### src/design/median5_deadband_filter_defines.svh
// Assertion macros for the median-5 deadband filter.
// Define ASSERT_OFF to compile all checks out.
`ifndef MEDIAN5_DEADBAND_FILTER_DEFINES_SVH
`define MEDIAN5_DEADBAND_FILTER_DEFINES_SVH

`ifndef ASSERT_OFF

// Immediate-relation check, sampled on the rising clock edge.
`define MDB_ASSERT(lbl, clk, rst, expr, msg) \
  lbl: assert property (@(posedge clk) disable iff (rst) (expr)) else $error(msg);

// Implication check, sampled on the rising clock edge.
`define MDB_ASSERT_IMP(lbl, clk, rst, ante, cons, msg) \
  lbl: assert property (@(posedge clk) disable iff (rst) (ante) |-> (cons)) else $error(msg);

// Next-cycle implication check, sampled on the rising clock edge.
`define MDB_ASSERT_NXT(lbl, clk, rst, ante, cons, msg) \
  lbl: assert property (@(posedge clk) disable iff (rst) (ante) |=> (cons)) else $error(msg);

`else

`define MDB_ASSERT(lbl, clk, rst, expr, msg)
`define MDB_ASSERT_IMP(lbl, clk, rst, ante, cons, msg)
`define MDB_ASSERT_NXT(lbl, clk, rst, ante, cons, msg)

`endif

`endif

### src/design/mdb_pkg.sv
`timescale 1ns / 1ps

package mdb_pkg;

  // Default sample width
  localparam int SAMPLE_BITS_DEF = 16;

  // Window length and the sorted position of its median
  localparam int WIN_LEN    = 5;
  localparam int MEDIAN_IDX = 2;

  // Fill counter wide enough to hold WIN_LEN itself
  localparam int FILL_BITS = $clog2(WIN_LEN + 1);

  // Hold threshold register
  localparam int                  THR_BITS  = 16;
  localparam logic [THR_BITS-1:0] THR_RESET = THR_BITS'(3);

  typedef logic [FILL_BITS-1:0] fill_t;
  typedef logic [THR_BITS-1:0]  thr_t;

endpackage

### src/design/mdb_if.sv
`timescale 1ns / 1ps

// Sample channel: one raw sample per beat
interface mdb_sample_if #(
  parameter int SAMPLE_BITS = 16
);
  logic                   valid;
  logic                   ready;
  logic [SAMPLE_BITS-1:0] sample;

  modport source (output valid, output sample, input ready);
  modport sink (input valid, input sample, output ready);
endinterface

// Result channel: one filtered value per beat
interface mdb_filtered_if #(
  parameter int SAMPLE_BITS = 16
);
  logic                   valid;
  logic                   ready;
  logic [SAMPLE_BITS-1:0] filtered;

  modport source (output valid, output filtered, input ready);
  modport sink (input valid, input filtered, output ready);
endinterface

### src/design/mdb_cell.sv
`timescale 1ns / 1ps

// One window cell: holds a sample and takes its left neighbor's on a shift
module mdb_cell
  import mdb_pkg::*;
#(
  parameter int SAMPLE_BITS = SAMPLE_BITS_DEF
) (
  input  logic                   clk,
  input  logic                   shift,
  input  logic [SAMPLE_BITS-1:0] din,
  output logic [SAMPLE_BITS-1:0] dout
);

  logic [SAMPLE_BITS-1:0] value;

  // Advance the chain by one position
  always_ff @(posedge clk) begin
    if (shift) begin
      value <= din;
    end
  end

  assign dout = value;

endmodule

### src/design/mdb_median5.sv
`timescale 1ns / 1ps

// Median of five through a nine-comparator sorting network
module mdb_median5
  import mdb_pkg::*;
#(
  parameter int SAMPLE_BITS = SAMPLE_BITS_DEF
) (
  input  logic [SAMPLE_BITS-1:0] win [WIN_LEN],
  output logic [SAMPLE_BITS-1:0] median
);

  logic [SAMPLE_BITS-1:0] v [WIN_LEN];
  logic [SAMPLE_BITS-1:0] t;

  // Sort in place, six levels deep; take the middle element
  always_comb begin
    t = '0;
    for (int i = 0; i < WIN_LEN; i++) begin
      v[i] = win[i];
    end
    // level 1
    if (v[0] > v[1]) begin t = v[0]; v[0] = v[1]; v[1] = t; end
    if (v[3] > v[4]) begin t = v[3]; v[3] = v[4]; v[4] = t; end
    // level 2
    if (v[2] > v[4]) begin t = v[2]; v[2] = v[4]; v[4] = t; end
    // level 3
    if (v[2] > v[3]) begin t = v[2]; v[2] = v[3]; v[3] = t; end
    if (v[1] > v[4]) begin t = v[1]; v[1] = v[4]; v[4] = t; end
    // level 4
    if (v[0] > v[3]) begin t = v[0]; v[0] = v[3]; v[3] = t; end
    // level 5
    if (v[0] > v[2]) begin t = v[0]; v[0] = v[2]; v[2] = t; end
    if (v[1] > v[3]) begin t = v[1]; v[1] = v[3]; v[3] = t; end
    // level 6
    if (v[1] > v[2]) begin t = v[1]; v[1] = v[2]; v[2] = t; end
    median = v[MEDIAN_IDX];
  end

endmodule

### src/design/median5_deadband_filter.sv
`timescale 1ns / 1ps
// Channel   Dir  Payload                Beat
// samples   in   sample[SAMPLE_BITS]    one raw sample
// results   out  filtered[SAMPLE_BITS]  held output after that sample
// cfg       in   cfg_wdata[16]          hold threshold, written when cfg_we
//
// One sample per cycle unless results stalls; each result passes through cell 0, cand and held.
// Stage one is the five-cell sample chain, stage two the median network,
// stage three the deadband compare against the held output register.
// Reset empties the pipeline, clears the fill count and held state, and loads
// the threshold with 3. A stall on results freezes all stages and drops ready.

`include "median5_deadband_filter_defines.svh"

module median5_deadband_filter
  import mdb_pkg::*;
#(
  parameter int SAMPLE_BITS = SAMPLE_BITS_DEF
) (
  input  logic                  clk,
  input  logic                  rst,
  input  logic                  cfg_we,
  input  logic [THR_BITS-1:0]   cfg_wdata,
  mdb_sample_if.sink            samples,
  mdb_filtered_if.source        results
);

  localparam int CMP_W = (SAMPLE_BITS > THR_BITS) ? SAMPLE_BITS : THR_BITS;

  logic                   advance;
  logic                   take;
  thr_t                   threshold;
  logic [SAMPLE_BITS-1:0] cell_q [WIN_LEN];
  logic [SAMPLE_BITS-1:0] median;
  fill_t                  fill;
  logic                   v1;
  logic                   v2;
  logic                   v3;
  logic [SAMPLE_BITS-1:0] cand;
  logic [SAMPLE_BITS-1:0] cand_next;
  logic [SAMPLE_BITS-1:0] held;
  logic                   held_valid;
  logic [SAMPLE_BITS-1:0] diff;
  logic                   update;

  // Whole pipeline moves unless a finished result is stalled
  assign advance       = !v3 || results.ready;
  assign samples.ready = advance;
  assign take          = samples.valid && advance;

  // Hold threshold register
  always_ff @(posedge clk) begin
    if (rst) begin
      threshold <= THR_RESET;
    end else if (cfg_we) begin
      threshold <= cfg_wdata;
    end
  end

  // Sample chain: cell 0 takes the new beat, the rest take their neighbor
  for (genvar i = 0; i < WIN_LEN; i++) begin : g_cell
    if (i == 0) begin : g_head
      mdb_cell #(.SAMPLE_BITS(SAMPLE_BITS)) u_cell (
        .clk   (clk),
        .shift (take),
        .din   (samples.sample),
        .dout  (cell_q[i])
      );
    end else begin : g_body
      mdb_cell #(.SAMPLE_BITS(SAMPLE_BITS)) u_cell (
        .clk   (clk),
        .shift (take),
        .din   (cell_q[i-1]),
        .dout  (cell_q[i])
      );
    end
  end

  // Count samples up to a full window
  always_ff @(posedge clk) begin
    if (rst) begin
      fill <= '0;
      v1   <= 1'b0;
    end else if (advance) begin
      v1 <= samples.valid;
      if (samples.valid && fill < FILL_BITS'(WIN_LEN)) begin
        fill <= fill + FILL_BITS'(1);
      end
    end
  end

  mdb_median5 #(.SAMPLE_BITS(SAMPLE_BITS)) u_median (
    .win    (cell_q),
    .median (median)
  );

  // Raw sample until the window is full, median after
  assign cand_next = (fill < FILL_BITS'(WIN_LEN)) ? cell_q[0] : median;

  always_ff @(posedge clk) begin
    if (rst) begin
      v2 <= 1'b0;
    end else if (advance) begin
      v2 <= v1;
    end
  end

  always_ff @(posedge clk) begin
    if (advance && v1) begin
      cand <= cand_next;
    end
  end

  // Deadband: replace the held value on a large enough move
  assign diff   = (cand >= held) ? (cand - held) : (held - cand);
  assign update = !held_valid || (CMP_W'(diff) >= CMP_W'(threshold));

  always_ff @(posedge clk) begin
    if (rst) begin
      v3         <= 1'b0;
      held       <= '0;
      held_valid <= 1'b0;
    end else if (advance) begin
      v3 <= v2;
      if (v2) begin
        held_valid <= 1'b1;
        if (update) begin
          held <= cand;
        end
      end
    end
  end

  assign results.valid    = v3;
  assign results.filtered = held;

  // Checks
  `MDB_ASSERT(a_fill_range, clk, rst, fill <= FILL_BITS'(WIN_LEN), "fill count past window")
  `MDB_ASSERT_IMP(a_held_set, clk, rst, results.valid, held_valid, "result without held value")
  `MDB_ASSERT_NXT(a_beat_enters, clk, rst, samples.valid && samples.ready, v1, "beat lost at entry")
  `MDB_ASSERT_NXT(a_stall_hold, clk, rst, v3 && !results.ready, $stable(held) && v3,
                  "held value moved during stall")

endmodule
### src/flat_wrapper.sv
// flat-port wrapper written by rule: the top's interface ports become plain ports
module median5_deadband_filter_flat import mdb_pkg::*;
#(
  parameter int SAMPLE_BITS = SAMPLE_BITS_DEF
)
  (clk, rst, cfg_we, cfg_wdata, samples_valid, samples_sample, samples_ready, results_valid, results_filtered, results_ready);
  mdb_sample_if #(.SAMPLE_BITS(SAMPLE_BITS)) samples_i ();
  mdb_filtered_if #(.SAMPLE_BITS(SAMPLE_BITS)) results_i ();
  input  logic clk;
  input  logic rst;
  input  logic cfg_we;
  input  logic [THR_BITS-1:0] cfg_wdata;
  input wire logic [$bits(samples_i.valid)-1:0] samples_valid;
  input wire logic [$bits(samples_i.sample)-1:0] samples_sample;
  output wire logic [$bits(samples_i.ready)-1:0] samples_ready;
  output wire logic [$bits(results_i.valid)-1:0] results_valid;
  output wire logic [$bits(results_i.filtered)-1:0] results_filtered;
  input wire logic [$bits(results_i.ready)-1:0] results_ready;
  assign samples_i.valid = samples_valid;
  assign samples_i.sample = samples_sample;
  assign samples_ready = samples_i.ready;
  assign results_valid = results_i.valid;
  assign results_filtered = results_i.filtered;
  assign results_i.ready = results_ready;
  median5_deadband_filter #(.SAMPLE_BITS(SAMPLE_BITS)) u_core (.clk(clk), .rst(rst), .cfg_we(cfg_we), .cfg_wdata(cfg_wdata), .samples(samples_i), .results(results_i));
endmodule
### config.mk
export PLATFORM = sky130hd
export DESIGN_NAME = median5_deadband_filter_flat
export DESIGN_NICKNAME = d
export VERILOG_FILES = /design/src/design/mdb_pkg.sv /design/src/design/mdb_if.sv /design/src/design/mdb_cell.sv /design/src/design/mdb_median5.sv /design/src/design/median5_deadband_filter.sv /design/src/flat_wrapper.sv
export VERILOG_INCLUDE_DIRS = /design/src /design/src/design
export SDC_FILE = /design/constraint.sdc
export NUM_CORES = 1
export LEC_CHECK = 0
export BUFFER_PORTS_ARGS = -buffer_cell sky130_fd_sc_hd__buf_2
export CORE_UTILIZATION = 44
export DETAILED_ROUTE_END_ITERATION = 8
export GPL_TIMING_DRIVEN = 0
export HOLD_SLACK_MARGIN = 0.08
export MAX_ROUTING_LAYER = met4
export PLACE_DENSITY_LB_ADDON = 0.12
export SETUP_SLACK_MARGIN = 0.15
export SLEW_MARGIN = 10
export SYNTH_ARGS = -nofsm -noshare
export SYNTH_HDL_FRONTEND = slang
export SYNTH_SLANG_ARGS = --single-unit
### constraint.sdc
create_clock -name clk -period 23.9 [get_ports clk]
set_input_delay 2.39 -clock clk [delete_from_list [all_inputs] [get_ports clk]]
set_output_delay 2.39 -clock clk [all_outputs]
set_load 0.005 [all_outputs]
==> flow_summary.json <==
{
  "worst_slack_ns": 5.902,
  "ant_nets": 0,
  "clock.fmax_ghz": 0.05556,
  "num_vias": 10376,
  "syn_avg_cell_area_um2": 8.921,
  "r2r-start": "u_core.g_cell[3].g_body.u_cell.dout[15]$_DFFE_PP_",
  "cts_htree_levels": 4,
  "synth_cell_types": 69,
  "drive_gt1_share_pct": 9.764,
  "ios": 55,
  "clock_latency_ns": 0.45,
  "clk_pin_slew_ns": 0.06,
  "diodes": 0,
  "synth_edf_count": 96,
  "cpPeakStageDelay_ns": 0.79,
  "die_w_um": 170.5,
  "core_area_mm2": 0.02786,
  "grt_overflow": 0,
  "skew_ns": 0.008388,
  "grt_use_total_pct": 26.23,
  "seq_area_frac_synth_pct": 29.33,
  "synth_top_area_share_pct": 23.08,
  "status": "finished, final reports clean",
  "rsz0062_at_grt": "false",
  "critPathMaxFanout": 10,
  "fin_crit_ns": 18.00,
  "drc": 0,
  "synthCells": 1400,
  "die_area_mm2": 0.02906,
  "nets": 1700,
  "setup_tns_ns": 0,
  "max_slew_margin_pct": 25.56,
  "p_leak_nw": 6.437,
  "synth_ff_type": "edfxtp_1",
  "startpoint": "u_core.g_cell[3].g_body.u_cell.dout[15]$_DFFE_PP_",
  "dp_hpwl_um": 28810,
  "syn_to_final_growth_pct": 10.96,
  "port_buffers": 52,
  "start_util_pct": 44.83,
  "finalMaxSlewViolations": 0,
  "grt_pass1_vias": 9771,
  "antenna_found_initial": 0,
  "drt_iter0_drc": 725,
  "syn_nets": 1628,
  "hold_violations": 0,
  "power_mw": 1.579,
  "cts_sinks": 135,
  "swShare_pct": 45.45,
  "yosysTopAreaCell": "edfxtp_1",
  "ys_top_cells_by_area": "edfxtp_1, ha_1, mux2i_1",
  "clockPowerShare_pct": 17.2,
  "worst_ep_required_time_ns": 24.09,
  "hp-class": "reg -> reg",
  "drv_cap": 0,
  "p_int_uw": 861.2,
  "worstSetupPathType": "reg -> reg",
  "syn_area_mm2": 0.01249,
  "cpMostUsedCell": "clkbuf_1",
  "rows": 61,
  "hold_start": "u_core.g_cell[2].g_body.u_cell.dout[0]$_DFFE_PP_",
  "cts_resized": 0,
  "vias_per_cell": 5.570,
  "die_height_um": 170.5,
  "yosysMostFrequentCell": "ha_1",
  "combPwrFrac_pct": 65.1,
  "seqPwrFrac_pct": 17.7,
  "ir_drop_v": 0.00005684,
  "pre_cts_slack_ns": 6.370,
  "root_buffer": "clkbuf_16",
  "async_flop_share_pct": 0,
  "wl_per_cell_um": 19.00,
  "cts_hold_buf": 0,
  "cts_buffer_depth": 2,
  "cp-end-kind": "register",
  "cts_buffers": 17,
  "synthTopCellsByCount": "ha_1, inv_1, a21oi_1",
  "min_period_over_period_pct": 75.30,
  "drtPass1Iterations": 5,
  "critPathLaunchType": "register",
  "totalWireLength_um": 35400,
  "power.density_mw_per_mm2": 113.9,
  "slowest_stage": "o31ai_1",
  "grt_pass1_wl_um": 55100,
  "setup_viol": 0,
  "synth-seq-cells": 135,
  "switchingPower_uw": 717.4,
  "crit_arrival_ns": 18.19,
  "grt_max_degree": 59,
  "worst_slew_pin_slew_ns": 1.106,
  "gp_congestion": 0.9334,
  "yosys_warnings": 0,
  "cts_tree": "built",
  "postCtsSetupBuffers": 0
}
-- power groups by stage --
stage	Sequential, mW	Clock, mW	Combinational [mW]
after floorplan	0.279	0	0.757
after global placement	0.285	0	0.991
after detailed placement	0.285	0	1.00
after CTS	0.280	0.278	1.01
after global routing	0.281	0.289	1.15
final	0.280	0.272	1.03
-- sequential cells by signal (all words and copies together) (netlist names) --
register,count
u_core.g_cell.g_head.u_cell.dout,16
u_core.v2,1
u_core.held_valid,1
u_core.threshold,16
u_core.results.filtered,16
u_core.results.valid,1
u_core.fill,3
u_core.v1,1
u_core.g_cell.g_body.u_cell.dout,64
u_core.cand,16
-- metrics by stage --
stage	hold slack, ns	cells	area [um2]	util (%)
6_report	0.4637	1863	13860	49.75
5_1_grt	0.4827	1863	13860	49.75
4_1_cts	0.4710	1863	13860	49.75
3_5_place_dp	0.4611	1831	13250	47.57
3_3_place_gp	0.4389	1830	13220	47.46
2_1_floorplan	0.4264	1400	12490	-
-- worst max-delay path: cells and delay by family (launching register included) --
family                   cells  cell delay (ns)
buffers and inverters       15             5.70
adder cells (fa/ha/maj)      6             1.52
AO/OA/AOI/OAI               31             6.34
flip-flops                   1             0.43
AND/OR/NAND/NOR             17             2.84
multiplexers                 3             0.91
-- layout by cell type (no fill, tap or decap), types with 3 or more instances in the layout --
master and instances:
a31oi_1 5, nor2_1 82, mux2i_1 92, edfxtp_1 96, ha_1 189, nand2b_1 16, o221ai_1 3, and2_1 6
a21o_1 54, nand3_1 15, mux2_4 8, buf_1 6, clkinv_2 3, a21oi_1 113, o211ai_1 6, o21ai_0 109
buf_2 55, xnor2_1 11, nor2b_1 23, xor2_1 7, nor3_1 7, clkbuf_16 19, or3_1 16, nor4_1 4
a221o_1 8, clkbuf_8 3, inv_1 164, mux2_2 33, dfxtp_1 39, and4_1 5, clkbuf_1 46, nand2_1 101
nand4_1 27, and3_1 5, o21bai_1 10, o21a_1 24, a211o_1 6, a211oi_1 15
-- routing by layer --
metal,track usage [%],wire [um],vias up,share of wire [%]
met3,3.767,1618,18,4.6
met2,38.83,15170,230,43
met1,37.64,18270,4923,52
met4,5.562,344,0,0.97
met5,-,0,-,0
li1,-,-,5205,-
-- kinds of logic (layout without fill, tap and decap cells) --
kind of cell / after synthesis / in the layout / synth area share (%)
compound gates: 387 / 387 / 19.81
flops: 135 / 135 / 29.33
fa+ha+maj: 191 / 191 / 19.25
buf+inv: 222 / 307 / 6.852
simple gates: 314 / 314 / 12.18
xor+xnor: 18 / 18 / 1.262
mux: 133 / 133 / 11.31
-- area by class of cell --
type	count	area [um2]
fillers	2670	14000
multi-input cells	1043	7973
flip-flops and latches	135	3664
inverters	164	615.6
clock buffers	23	521.8
well taps	378	473.0
repair buffers	53	287.8
plain buffers	58	240.2
clock inverters	9	83.83
-- worst paths after layout --
check / endpoint / slack [ns] / cells after the start
max: u_core.cand[8]$_DFFE_PP_ / 5.90 / 72
min: u_core.g_cell[3].g_body.u_cell.dout[0]$_DFFE_PP_ / 0.46 / 0
min reg2reg: u_core.g_cell[3].g_body.u_cell.dout[0]$_DFFE_PP_ / 0.46 / 0
max reg2reg: u_core.cand[8]$_DFFE_PP_ / 5.90 / 72
(Power assumes the default switching activity.)
